## config.mk

```make
export PLATFORM = sky130hd
export DESIGN_NAME = md5_message_digest
export DESIGN_NICKNAME = d
export VERILOG_FILES = /design/src/design/md5_pkg.sv /design/src/design/md5_front.sv /design/src/design/md5_core.sv /design/src/design/md5_message_digest.sv
export SDC_FILE = /design/constraint.sdc
export NUM_CORES = 2
export LEC_CHECK = 0
export ABC_AREA = 1
export BUFFER_PORTS_ARGS = -buffer_cell sky130_fd_sc_hd__buf_4
export CAP_MARGIN = 20
export CORE_MARGIN = 5
export CORE_UTILIZATION = 60
export CTS_CLUSTER_DIAMETER = 150
export DETAILED_ROUTE_END_ITERATION = 8
export PLACE_DENSITY = 0.78
export RECOVER_POWER = 25
export SLEW_MARGIN = 10
export SYNTH_ARGS = -nofsm -noshare
export SYNTH_HDL_FRONTEND = slang
export SYNTH_SLANG_ARGS = --single-unit
```

## constraint.sdc

```tcl
create_clock -name clk -period 10.8 [get_ports clk]
set_clock_uncertainty 0.15 [all_clocks]
set_input_delay 1.08 -clock clk [delete_from_list [all_inputs] [get_ports clk]]
set_output_delay 1.08 -clock clk [all_outputs]
set_load 0.005 [all_outputs]
```

## src/design/md5_pkg.sv

```systemverilog
// Package with MD5 constants, shared types and round helper functions.
package md5_pkg;

    localparam logic [31:0] INIT_A = 32'h67452301;
    localparam logic [31:0] INIT_B = 32'hEFCDAB89;
    localparam logic [31:0] INIT_C = 32'h98BADCFE;
    localparam logic [31:0] INIT_D = 32'h10325476;

    localparam int QUEUE_DEPTH = 2;
    localparam int QUEUE_AW = $clog2(QUEUE_DEPTH);

    typedef struct packed {
        logic [7:0] data;
        logic       present;
        logic       last;
    } cmd_t;

    function automatic logic [31:0] step_const(input logic [5:0] i);
        logic [31:0] k;
        begin
            case (i)
                6'd0: k = 32'hd76aa478;  6'd1: k = 32'he8c7b756;
                6'd2: k = 32'h242070db;  6'd3: k = 32'hc1bdceee;
                6'd4: k = 32'hf57c0faf;  6'd5: k = 32'h4787c62a;
                6'd6: k = 32'ha8304613;  6'd7: k = 32'hfd469501;
                6'd8: k = 32'h698098d8;  6'd9: k = 32'h8b44f7af;
                6'd10: k = 32'hffff5bb1; 6'd11: k = 32'h895cd7be;
                6'd12: k = 32'h6b901122; 6'd13: k = 32'hfd987193;
                6'd14: k = 32'ha679438e; 6'd15: k = 32'h49b40821;
                6'd16: k = 32'hf61e2562; 6'd17: k = 32'hc040b340;
                6'd18: k = 32'h265e5a51; 6'd19: k = 32'he9b6c7aa;
                6'd20: k = 32'hd62f105d; 6'd21: k = 32'h02441453;
                6'd22: k = 32'hd8a1e681; 6'd23: k = 32'he7d3fbc8;
                6'd24: k = 32'h21e1cde6; 6'd25: k = 32'hc33707d6;
                6'd26: k = 32'hf4d50d87; 6'd27: k = 32'h455a14ed;
                6'd28: k = 32'ha9e3e905; 6'd29: k = 32'hfcefa3f8;
                6'd30: k = 32'h676f02d9; 6'd31: k = 32'h8d2a4c8a;
                6'd32: k = 32'hfffa3942; 6'd33: k = 32'h8771f681;
                6'd34: k = 32'h6d9d6122; 6'd35: k = 32'hfde5380c;
                6'd36: k = 32'ha4beea44; 6'd37: k = 32'h4bdecfa9;
                6'd38: k = 32'hf6bb4b60; 6'd39: k = 32'hbebfbc70;
                6'd40: k = 32'h289b7ec6; 6'd41: k = 32'heaa127fa;
                6'd42: k = 32'hd4ef3085; 6'd43: k = 32'h04881d05;
                6'd44: k = 32'hd9d4d039; 6'd45: k = 32'he6db99e5;
                6'd46: k = 32'h1fa27cf8; 6'd47: k = 32'hc4ac5665;
                6'd48: k = 32'hf4292244; 6'd49: k = 32'h432aff97;
                6'd50: k = 32'hab9423a7; 6'd51: k = 32'hfc93a039;
                6'd52: k = 32'h655b59c3; 6'd53: k = 32'h8f0ccc92;
                6'd54: k = 32'hffeff47d; 6'd55: k = 32'h85845dd1;
                6'd56: k = 32'h6fa87e4f; 6'd57: k = 32'hfe2ce6e0;
                6'd58: k = 32'ha3014314; 6'd59: k = 32'h4e0811a1;
                6'd60: k = 32'hf7537e82; 6'd61: k = 32'hbd3af235;
                6'd62: k = 32'h2ad7d2bb; default: k = 32'heb86d391;
            endcase
            return k;
        end
    endfunction

    function automatic logic [4:0] rot_amount(input logic [5:0] i);
        logic [4:0] s;
        begin
            case ({i[5:4], i[1:0]})
                4'd0: s = 5'd7;   4'd1: s = 5'd12;  4'd2: s = 5'd17;  4'd3: s = 5'd22;
                4'd4: s = 5'd5;   4'd5: s = 5'd9;   4'd6: s = 5'd14;  4'd7: s = 5'd20;
                4'd8: s = 5'd4;   4'd9: s = 5'd11;  4'd10: s = 5'd16; 4'd11: s = 5'd23;
                4'd12: s = 5'd6;  4'd13: s = 5'd10; 4'd14: s = 5'd15; default: s = 5'd21;
            endcase
            return s;
        end
    endfunction

    function automatic logic [3:0] msg_index(input logic [5:0] i);
        logic [7:0] g;
        begin
            case (i[5:4])
                2'd0: g = {2'b00, i};
                2'd1: g = 8'(5 * i + 1);
                2'd2: g = 8'(3 * i + 5);
                default: g = 8'(7 * i);
            endcase
            return g[3:0];
        end
    endfunction

endpackage

```

## src/design/md5_front.sv

```systemverilog
// Front end: input register queue that decouples the input channel from the core.
module md5_front (
    input  logic            clk,
    input  logic            rst_n,
    input  logic            in_valid,
    output logic            in_stall,
    input  md5_pkg::cmd_t   in_cmd,
    output logic            q_valid,
    input  logic            q_pop,
    output md5_pkg::cmd_t   q_cmd
);

    md5_pkg::cmd_t                    mem_reg [md5_pkg::QUEUE_DEPTH];
    logic [md5_pkg::QUEUE_AW-1:0]     wr_ptr_reg, wr_ptr_next;
    logic [md5_pkg::QUEUE_AW-1:0]     rd_ptr_reg, rd_ptr_next;
    logic [md5_pkg::QUEUE_AW:0]       count_reg, count_next;
    logic                             push;
    logic                             pop;
    logic                             useful;

    // Items that carry neither a byte nor a finish request are dropped here.
    assign useful   = in_cmd.present | in_cmd.last;
    assign in_stall = (count_reg == (md5_pkg::QUEUE_AW+1)'(md5_pkg::QUEUE_DEPTH));
    assign push     = in_valid & ~in_stall & useful;
    assign pop      = q_pop & q_valid;
    assign q_valid  = (count_reg != '0);
    assign q_cmd    = mem_reg[rd_ptr_reg];

    always_comb
    begin
        wr_ptr_next = push ? wr_ptr_reg + 1'b1 : wr_ptr_reg;
        rd_ptr_next = pop ? rd_ptr_reg + 1'b1 : rd_ptr_reg;
        count_next  = count_reg + (md5_pkg::QUEUE_AW+1)'(push)
                      - (md5_pkg::QUEUE_AW+1)'(pop);
    end

    always_ff @(posedge clk or negedge rst_n)
    begin
        if (!rst_n)
        begin
            wr_ptr_reg <= '0;
            rd_ptr_reg <= '0;
            count_reg  <= '0;
        end
        else
        begin
            wr_ptr_reg <= wr_ptr_next;
            rd_ptr_reg <= rd_ptr_next;
            count_reg  <= count_next;
        end
    end

    always_ff @(posedge clk)
    begin
        if (push)
        begin
            mem_reg[wr_ptr_reg] <= in_cmd;
        end
    end

    assert property (@(posedge clk) disable iff (!rst_n)
        count_reg <= (md5_pkg::QUEUE_AW+1)'(md5_pkg::QUEUE_DEPTH))
        else $error("queue count overflow");
    assert property (@(posedge clk) disable iff (!rst_n)
        (push && !pop) |=> count_reg == $past(count_reg) + 1'b1)
        else $error("queue push lost");
    assert property (@(posedge clk) disable iff (!rst_n)
        q_valid == (count_reg != '0))
        else $error("queue valid mismatch");

endmodule

```

## src/design/md5_core.sv

```systemverilog
// Back end: byte packing, padding sequencer, one MD5 step per cycle and digest output.
module md5_core (
    input  logic            clk,
    input  logic            rst_n,
    input  logic            q_valid,
    output logic            q_pop,
    input  md5_pkg::cmd_t   q_cmd,
    output logic            out_valid,
    input  logic            out_stall,
    output logic [31:0]     out_a,
    output logic [31:0]     out_b,
    output logic [31:0]     out_c,
    output logic [31:0]     out_d
);

    typedef enum logic [5:0] {
        ST_IDLE  = 6'b000001,
        ST_PUSH  = 6'b000010,
        ST_PAD   = 6'b000100,
        ST_LEN   = 6'b001000,
        ST_COMP  = 6'b010000,
        ST_DONE  = 6'b100000
    } state_t;

    state_t         state_reg, state_next;
    state_t         ret_reg, ret_next;
    logic [31:0]    m_reg [16];
    logic [31:0]    h_reg [4];
    logic [31:0]    a_reg, b_reg, c_reg, d_reg;
    logic [63:0]    count_reg;
    logic [63:0]    len_reg;
    logic [5:0]     step_reg;
    logic [2:0]     lenidx_reg;
    logic           finish_reg;
    logic           out_valid_reg;
    logic [31:0]    out_reg [4];
    logic [5:0]     pos;
    logic           wr_en;
    logic [7:0]     wr_byte;
    logic [31:0]    f;
    logic [31:0]    t;
    logic [31:0]    rot;
    logic [4:0]     s;
    logic           load_out;

    assign pos      = count_reg[8:3];
    assign s        = md5_pkg::rot_amount(step_reg);
    assign load_out = (state_reg == ST_DONE) && (state_next == ST_IDLE);

    always_comb
    begin
        unique case (step_reg[5:4])
            2'd0: f = (b_reg & c_reg) | (~b_reg & d_reg);
            2'd1: f = (b_reg & d_reg) | (c_reg & ~d_reg);
            2'd2: f = b_reg ^ c_reg ^ d_reg;
            default: f = c_reg ^ (b_reg | ~d_reg);
        endcase
        t   = a_reg + f + m_reg[md5_pkg::msg_index(step_reg)] + md5_pkg::step_const(step_reg);
        rot = (t << s) | (t >> (6'd32 - {1'b0, s}));
    end

    assign q_pop = (state_reg == ST_IDLE) && q_valid;

    always_comb
    begin
        wr_en   = 1'b0;
        wr_byte = 8'h00;
        unique case (state_reg)
            ST_PUSH:
            begin
                wr_en   = 1'b1;
                wr_byte = 8'h80;
            end
            ST_PAD:
            begin
                wr_en   = 1'b1;
                wr_byte = 8'h00;
            end
            ST_LEN:
            begin
                wr_en   = 1'b1;
                wr_byte = len_reg[8*lenidx_reg +: 8];
            end
            ST_IDLE:
            begin
                wr_en   = q_valid & q_cmd.present;
                wr_byte = q_cmd.data;
            end
            default: ;
        endcase
    end

    always_comb
    begin
        state_next = state_reg;
        ret_next   = ret_reg;
        unique case (state_reg)
            ST_IDLE:
            begin
                if (q_valid)
                begin
                    if (q_cmd.present && pos == 6'd63)
                    begin
                        state_next = ST_COMP;
                        ret_next   = q_cmd.last ? ST_PUSH : ST_IDLE;
                    end
                    else if (q_cmd.last)
                    begin
                        state_next = ST_PUSH;
                    end
                end
            end
            ST_PUSH, ST_PAD:
            begin
                if (pos == 6'd63)
                begin
                    state_next = ST_COMP;
                    ret_next   = ST_PAD;
                end
                else if (pos == 6'd55)
                begin
                    state_next = ST_LEN;
                end
                else
                begin
                    state_next = ST_PAD;
                end
            end
            ST_LEN:
            begin
                if (lenidx_reg == 3'd7)
                begin
                    state_next = ST_COMP;
                    ret_next   = ST_DONE;
                end
            end
            ST_COMP:
            begin
                if (step_reg == 6'd63)
                begin
                    state_next = ret_reg;
                end
            end
            ST_DONE:
            begin
                if (!out_valid_reg || !out_stall)
                begin
                    state_next = ST_IDLE;
                end
            end
            default: state_next = ST_IDLE;
        endcase
    end

    always_ff @(posedge clk or negedge rst_n)
    begin
        if (!rst_n)
        begin
            state_reg     <= ST_IDLE;
            ret_reg       <= ST_IDLE;
            count_reg     <= '0;
            step_reg      <= '0;
            lenidx_reg    <= '0;
            finish_reg    <= 1'b0;
            out_valid_reg <= 1'b0;
            h_reg[0]      <= md5_pkg::INIT_A;
            h_reg[1]      <= md5_pkg::INIT_B;
            h_reg[2]      <= md5_pkg::INIT_C;
            h_reg[3]      <= md5_pkg::INIT_D;
        end
        else
        begin
            state_reg <= state_next;
            ret_reg   <= ret_next;
            if (out_valid_reg && !out_stall && !load_out)
            begin
                out_valid_reg <= 1'b0;
            end
            if (wr_en)
            begin
                count_reg <= count_reg + 64'd8;
            end
            if (state_reg == ST_IDLE && q_valid)
            begin
                finish_reg <= q_cmd.last;
            end
            if (state_reg == ST_LEN)
            begin
                lenidx_reg <= lenidx_reg + 1'b1;
            end
            else
            begin
                lenidx_reg <= '0;
            end
            if (state_reg == ST_COMP)
            begin
                step_reg <= step_reg + 1'b1;
                if (step_reg == 6'd63)
                begin
                    h_reg[0] <= h_reg[0] + d_reg;
                    h_reg[1] <= h_reg[1] + b_reg + rot;
                    h_reg[2] <= h_reg[2] + b_reg;
                    h_reg[3] <= h_reg[3] + c_reg;
                end
            end
            else
            begin
                step_reg <= '0;
            end
            if (load_out)
            begin
                out_valid_reg <= 1'b1;
                h_reg[0]      <= md5_pkg::INIT_A;
                h_reg[1]      <= md5_pkg::INIT_B;
                h_reg[2]      <= md5_pkg::INIT_C;
                h_reg[3]      <= md5_pkg::INIT_D;
                count_reg     <= '0;
            end
        end
    end

    always_ff @(posedge clk)
    begin
        if (wr_en)
        begin
            m_reg[pos[5:2]][8*pos[1:0] +: 8] <= wr_byte;
        end
        if (state_reg == ST_PUSH)
        begin
            len_reg <= count_reg;
        end
        if (state_reg != ST_COMP)
        begin
            a_reg <= (state_next == ST_COMP) ? h_reg[0] : a_reg;
            b_reg <= (state_next == ST_COMP) ? h_reg[1] : b_reg;
            c_reg <= (state_next == ST_COMP) ? h_reg[2] : c_reg;
            d_reg <= (state_next == ST_COMP) ? h_reg[3] : d_reg;
        end
        else
        begin
            a_reg <= d_reg;
            d_reg <= c_reg;
            c_reg <= b_reg;
            b_reg <= b_reg + rot;
        end
        if (load_out)
        begin
            out_reg[0] <= h_reg[0];
            out_reg[1] <= h_reg[1];
            out_reg[2] <= h_reg[2];
            out_reg[3] <= h_reg[3];
        end
    end

    assign out_valid = out_valid_reg;
    assign out_a     = out_reg[0];
    assign out_b     = out_reg[1];
    assign out_c     = out_reg[2];
    assign out_d     = out_reg[3];

    assert property (@(posedge clk) disable iff (!rst_n)
        (state_reg == ST_COMP && step_reg != 6'd63) |=> state_reg == ST_COMP)
        else $error("compression left early");
    assert property (@(posedge clk) disable iff (!rst_n)
        (state_reg == ST_LEN) |-> pos[5:3] == 3'd7)
        else $error("length written at wrong position");
    assert property (@(posedge clk) disable iff (!rst_n)
        (out_valid_reg && out_stall) |=> out_valid_reg && $stable(out_reg[0]))
        else $error("stalled digest lost");
    assert property (@(posedge clk) disable iff (!rst_n)
        (state_reg == ST_DONE) |-> finish_reg)
        else $error("digest without finish request");

endmodule

```

## src/design/md5_message_digest.sv

```systemverilog
// Top level of the MD5 engine: input queue feeding the compression core.
//
//  channel | direction | handshake       | payload
//  in      | input     | in_valid/stall  | message_byte, byte_present, end_of_message
//  out     | output    | out_valid/stall | digest_word_a .. digest_word_d
//
// Bytes are taken one per cycle while the core is idle; the 64th byte of a block
// starts a compression, one MD5 step per cycle in the single round unit of the core.
// A finish walks the padding one byte per cycle (9 to 72 bytes plus one or two
// compressions) and then loads the digest into the output register.
// Reset is asynchronous and loads the standard initial chaining words.
// The two-entry input queue keeps taking items, until it is full, while the core
// works or the digest transfer is stalled.
module md5_message_digest (
    input  logic        clk,
    input  logic        rst_n,
    input  logic        in_valid,
    output logic        in_stall,
    input  logic [7:0]  message_byte,
    input  logic        byte_present,
    input  logic        end_of_message,
    output logic        out_valid,
    input  logic        out_stall,
    output logic [31:0] digest_word_a,
    output logic [31:0] digest_word_b,
    output logic [31:0] digest_word_c,
    output logic [31:0] digest_word_d
);

    md5_pkg::cmd_t  in_cmd;
    md5_pkg::cmd_t  q_cmd;
    logic           q_valid;
    logic           q_pop;

    assign in_cmd.data    = message_byte;
    assign in_cmd.present = byte_present;
    assign in_cmd.last    = end_of_message;

    md5_front u_front (
        .clk      (clk),
        .rst_n    (rst_n),
        .in_valid (in_valid),
        .in_stall (in_stall),
        .in_cmd   (in_cmd),
        .q_valid  (q_valid),
        .q_pop    (q_pop),
        .q_cmd    (q_cmd)
    );

    md5_core u_core (
        .clk       (clk),
        .rst_n     (rst_n),
        .q_valid   (q_valid),
        .q_pop     (q_pop),
        .q_cmd     (q_cmd),
        .out_valid (out_valid),
        .out_stall (out_stall),
        .out_a     (digest_word_a),
        .out_b     (digest_word_b),
        .out_c     (digest_word_c),
        .out_d     (digest_word_d)
    );

endmodule
```

* Word-level counts from Yosys, hierarchy flattened
Memories as Yosys holds them, arrays and structs flattened.
Cells that the tools add are included.
** Word-level totals
- Memories kept :: 5
- Output and inout port bits :: 130
- Memory bits (writable) :: 660
- Flip-flop bits (word level) :: 410
- Memory bits (read-only) :: 2128
- Bits in latches :: 0
- Logic and storage cells :: 153
** Memory list
- (no name shown) :: words 64, width 32, rd ports 1, clocked after memory_dff 0, write ports 0, line md5_pkg.sv:21 : case (i)
- u_core.m_reg :: words 16, width 32, rd ports 1, clocked after memory_dff 0, write ports 1, line md5_core.sv:27 : logic [31:0] m_reg [16];
- u_core.out_reg :: words 4, width 32, rd ports 4, clocked after memory_dff 0, write ports 4, line md5_core.sv:36 : logic [31:0] out_reg [4];
- (no name shown) :: words 16, width 5, rd ports 1, clocked after memory_dff 0, write ports 0, line md5_pkg.sv:62 : case ({i[5:4], i[1:0]})
- u_front.mem_reg :: words 2, width 10, rd ports 1, clocked after memory_dff 0, write ports 1, line md5_front.sv:13 : md5_pkg::cmd_t mem_reg [md5_pkg::QUEUE_DEPTH];
** Operators by class
- $add $sub $neg :: 20
- Divide/modulo/power cells :: 0
- Shift-type cells :: 5
- Multiply operators :: 3
- Muxes and demuxes :: 42
- Eq/ne operators :: 21
- Reduce and logical (&&, ||, !) cells :: 20
- Bitwise operators :: 19
- $lt $le $gt $ge :: 0
** Operators by type and width (number)
- $mux 128 :: 3
- $add 32x32->32 :: 9
- $mux 32 :: 9
- $and 32x32->32 :: 4
- $mux 64 :: 2
- $or 32x32->32 :: 4
- $pmux 32 s3 :: 1
- $xor 32x32->32 :: 3
- $mux 6 :: 12
- $add 64x4->64 const B :: 1
- $not 32->32 :: 2
- $shiftx 64x7->8 :: 1
- $neg 5->34 :: 1
- $shift 8x34->32 const A :: 1
- $shiftx 8x34->32 :: 1
- $shl 32x5->32 :: 1
- $shr 32x6->32 :: 1
- $pmux 6 s5 :: 1
- $eq 6x6->1 const B :: 4
- $pmux 8 s3 :: 1
- $pmux 6 s3 :: 1
- $eq 6x1->1 const B :: 2
- $eq 6x5->1 const B :: 2
- $mul 3x6->4 const A :: 2
- 37 further kinds :: 61

* Depth between registers and ports, before layout
- Word-level depth :: 13
- Depth in mapped cells :: 63
- Mapped depth without buffers :: 60

* By module
A second synthesis with hierarchy kept.
** Second synthesis, totals
- Cell total of the unflattened synthesis :: 7133
- Area total of the unflattened synthesis :: 62792.7 µm²
** By module, submodules not included
- md5_core :: cells each 7045, sequential area each 30206.5 µm², area each 61794.3 µm², times used 1
- md5_front :: cells each 88, sequential area each 700.7 µm², area each 998.5 µm², times used 1

* Least setup slack after synthesis
No wires, ideal clock.
- Path type :: register -> register
- Start point :: register u_core.step_reg[2]
- End point :: register u_core.h_reg[91] (netlist bit)
- Arrival :: 9.367 ns
- Required time :: 10.574 ns
- Stages on the path, launching flop included :: 51
- Clock period less this slack :: 9.594 ns
- Setup slack :: 1.206 ns
- Cells stage by stage :: dfrtp_1 -> clkbuf_1 -> inv_1 -> clkbuf_1 -> fa_1 -> inv_1 -> ha_1 -> xor2_1 -> nand2_1 -> nand2_1 -> nor2_1 -> nor2_2 -> buf_1 -> buf_1 -> a31oi_1 -> fa_1 -> fa_1 -> inv_1 -> [... 15 more ...] -> o22ai_1 -> o21ai_1 -> fa_1 -> ha_1 -> fa_1 -> nand2_1 -> o211ai_1 -> nand2_1 -> nand2_1 -> a21boi_0 -> o21ai_1 -> a21oi_1 -> o21ai_2 -> a21boi_0 -> o21bai_1 -> xor2_1 -> o21bai_1 -> inv_1
** On the way
- Cells in the longest elaborated chain, start to end :: 12
** Ends and longest elaborated chain
- start, declared :: line md5_core.sv:32 : logic [5:0] step_reg;
- start signal, assigned :: line md5_core.sv:197 : step_reg <= step_reg + 1'b1;
- $mul 2x6->4 / $mul 3x6->4 (equally long branches) :: line md5_pkg.sv:78, md5_pkg.sv:77
- $add 4x3->4 / $add 4x1->4 (equally long branches) :: line md5_pkg.sv:78, md5_pkg.sv:77
- $pmux 4 s3 :: line md5_pkg.sv:75 : case (i[5:4])
- $mem_v2 16x32
- $add 32x32->32 (2 in series) :: line md5_core.sv:58 : t = a_reg + f + m_reg[md5_pkg::msg_index(step_reg)] + md5_pkg::step_const(step_reg);
- $shr 32x6->32 / $shl 32x5->32 (equally long branches) :: line md5_core.sv:59 : rot = (t << s) | (t >> (6'd32 - {1'b0, s}));
- $or 32x32->32 :: line md5_core.sv:59
- $add 32x32->32 :: line md5_core.sv:201 : h_reg[1] <= h_reg[1] + b_reg + rot;
- $mux 128 :: line md5_core.sv:198 : if (step_reg == 6'd63)
- $mux 128 :: line md5_core.sv:195 : if (state_reg == ST_COMP)
- $mux 128 :: line md5_core.sv:210 : if (load_out)
- end, declared :: line md5_core.sv:28 : logic [31:0] h_reg [4];
Several ways; a longest one is shown, not always the timed one. The select of a mux whose other input is x is not followed.
A chain may end at the register's enable or synchronous reset.

* Final worst setup path
- Start point :: register u_core.step_reg[0]
- End point :: register u_core.h_reg[92] (netlist bit)
The elaborated chain is that of the path after synthesis.

==> out/qor.csv <==
stage,metric,value,unit
timing,max frequency,0.09799,GHz
yosys,Synth Net Count,7440,
worst_setup_path,critical path type,flip-flop to flip-flop,
yosys,Main synth FF type,edfxtp_1,
clocking,"Reg clk slew, reported paths",0.06,ns
grt,antenna violations before repair,0,
yosys,top cell type's share of synthesized area,40.45,%
worst_setup_path,crit path max fanout,23,
yosys,"Async S/R FF share, synth",20.06,%
yosys,synth cell count leaders,"nand2_1, inv_1, edfxtp_1",
grt,largest net degree at the start of global routing,101,
power_and_ir_drop,Power Total,10330,µW
detailed_routing,DRC,0,
final_layout,synthesis-to-layout area growth,10.54,%
worst_setup_path,Max stage delay on crit path,0.61,ns
floorplanning,Core ar.,103900,µm²
clocking,CTS H-tree depth,3,
floorplanning,I/O pins,144,
final_layout,multi-input logic area,27300,µm²
detailed_routing,DRT Pass-1 Iters,7,
final_layout,layout cell share with drive strength beyond 1,8.092,%
timing,Hold Slack,0.3040,ns
status,status,"complete, but fails checks",
detailed_routing,vias post-DR,55070,
yosys,most frequent cell after synthesis,nand2_1,
detailed_routing,routed len/inst,24.62,µm
yosys,Yosys cell types,75,
power_and_ir_drop,Worst VDD drop,0.0002230,V
clocking,Clock Latency Late Sink,0.73,ns
yosys,Cells after Synth,7097,
placed_design,Port Buffers,143,
timing,Setup TNS Final,0,ns
timing,Rel. slew slack,-349.2,%
timing,period utilisation layout,94.50,%
power_and_ir_drop,Pleak,0.02959,µW
yosys,"flops & latches, synth",1062,
timing,RSZ-0062 raised after global routing,no,
clocking,TritonCTS Buffers,107,
yosys,"Seq/Total Area, Yosys",49.04,%
timing,Final min period,10.21,ns
grt,GR Util All Layers,37.38,%
worst_setup_path,Critical Path Slowest Stage Cell,fa_1,
detailed_routing,drt initial violations,7075,
floorplanning,Die Ht,334.1,µm
detailed_routing,vias per cell,6.324,
floorplanning,Die W,334.1,µm
clocking,CTS tree,done,
placed_design,Detailed Place HPWL,158000,µm
worst_setup_path,Worst Path Arrival,10.59,ns
status,failing checks,"max-capacitance violations, max-slew violations",
yosys,top post-synthesis cells by area,"edfxtp_1, nand2_1, dfrtp_1, inv_1, ha_1",
yosys,Synth warnings,0,
worst_hold_path,worst min-delay path category,flip-flop to flip-flop,
worst_setup_path,CP startpoint kind,flip-flop,
final_layout,fillers,8339,
placed_design,routability cong.,1.066,
power_and_ir_drop,power per cell area,148.2,nW/µm²
yosys,cell taking the most area after synthesis,edfxtp_1,
clocking,Sink Count,1062,
detailed_routing,Antenna Nets Post-Route,0,
yosys,Post-synth EDFFs,849,
detailed_routing,DRT Wirelength,214400,µm
timing,final setup fails,0,
clocking,clock buffer depth,3,
grt,first-pass GRT wire length,319300,µm
worst_setup_path,crit end category,flip-flop,
final_layout,Largest register FFs,512,
floorplanning,Die ar.,111600,µm²
clocking,CTS Hold Bufs,0,
floorplanning,Initial Utilization,60.64,%
final_layout,final net count,7584,
yosys,synthesized area per cell,8.881,µm²
timing,Fin. Hold Viols,0,
floorplanning,standard-cell rows,118,
worst_setup_path,CP required,11.19,ns
job,max cap viols,5,
timing,max-slew violations,318,
final_layout,Antenna Cells,0,
worst_setup_path,critical path's most frequent cell,nand2_1,
grt,vias in the first global route,52350,
yosys,synthesized area,63030,µm²
timing,worst slew pin tran,6.738,ns
clocking,root buffer cell,clkbuf_16,
grt,total grt overflow,0,
final_layout,FF+latch area,30910,µm²
==> where the power goes <==
| part | internal [µW] | switching (µW) | total, µW |
|---|---|---|---|
| logic | 545 | 1370 | 1910 |
| clock network | 2060 | 1630 | 3690 |
| registers | 4660 | 57.2 | 4720 |
| total | 7270 | 3060 | 10300 |
==> timing repair <==
action	CTS	global route
setup endpoints to repair	0	20
resized for setup	0	25
endpoints found under the hold margin	0	0
setup buffers	0	3
==> through the flow <==
step                      cells  area [µm²]  util [%]  setup slack (ns)
after floorplan            7097       63030         -             1.206
after global placement     8500       66180     63.67            0.4774
after detailed placement   8502       66190     63.68            0.4326
after CTS                  8698       69640     67.00            0.3430
after global routing       8708       69670     67.03           0.05915
final                      8708       69670     67.03            0.5944
==> cells in the final DEF, fill, tap and decap left out, types with 25 or more instances in the layout <==
master,synthesis,routed
dfstp_1,0,62
nor2_1,660,658
clkbuf_4,0,46
xnor2_1,56,56
inv_1,950,944
a21oi_1,476,475
clkinv_2,1,27
fa_1,101,100
dfrtp_1,147,147
o22ai_1,103,103
nand2_1,1288,1286
nor4_1,25,25
buf_4,9,240
clkbuf_1,216,53
o21ai_1,52,49
o211ai_1,179,179
ha_1,228,226
inv_2,30,28
nor3_1,92,90
xor2_1,85,85
o311ai_0,132,130
nand4_1,52,53
edfxtp_1,849,849
o21ai_0,459,458
nand3_1,437,437
a31oi_1,46,42
clkbuf_16,0,107
==> final timing paths <==
check                      depth (start not counted)              endpoint  slack [ns]          startpoint
max reg2reg                                       50      u_core.h_reg[92]        0.59  u_core.step_reg[0]
max in group asynchronous                          3     u_core.h_reg[111]        1.93               rst_n
min in group asynchronous                          1     u_core.h_reg[101]        2.75               rst_n
min reg2reg                                        0  u_core.out_reg[1][6]        0.30    u_core.h_reg[70]
max                                               50      u_core.h_reg[92]        0.59  u_core.step_reg[0]
min                                                0  u_core.out_reg[1][6]        0.30    u_core.h_reg[70]
==> cell type report <==
class | instances | share of cell area, %
sequential | 1062 | 44.36
multi-input combinational | 4751 | 39.19
inverter | 988 | 5.366
clock buffer | 136 | 4.086
timing repair buffer | 331 | 3.649
tap | 1380 | 2.478
clock inverter | 60 | 0.8657
==> per-layer routing <==
metal / global-route usage, % / vias to the layer above / routed length (µm)
met5: 0 / - / 64
met4: 17.40 / 2 / 11970
met3: 10.62 / 586 / 27230
met2: 55.97 / 3463 / 92690
met1: 50.96 / 26180 / 82420
li1: - / 24840 / -
==> cell families (layout without fill, tap and decap cells) <==
family	Yosys count	count (layout)	share of synthesized area [%]
simple gates	2647	2647	17.72
compound gates	1624	1624	15.57
buf+inv	1284	1515	7.798
flops	1062	1062	49.04
fa+ha+maj	329	329	7.734
xor+xnor	141	141	1.959
mux	10	10	0.1747
==> critical path, delay by kind of cell, from the launching register on <==
kind	cells	cell delay (ns)
flip-flops	1	0.41
adder cells (fa/ha/maj)	7	3.14
AND/OR/NAND/NOR	20	2.25
buffers and inverters	8	0.95
AO/OA/AOI/OAI	15	3.11
No activity file was read; power rests on OpenSTA's default activity.
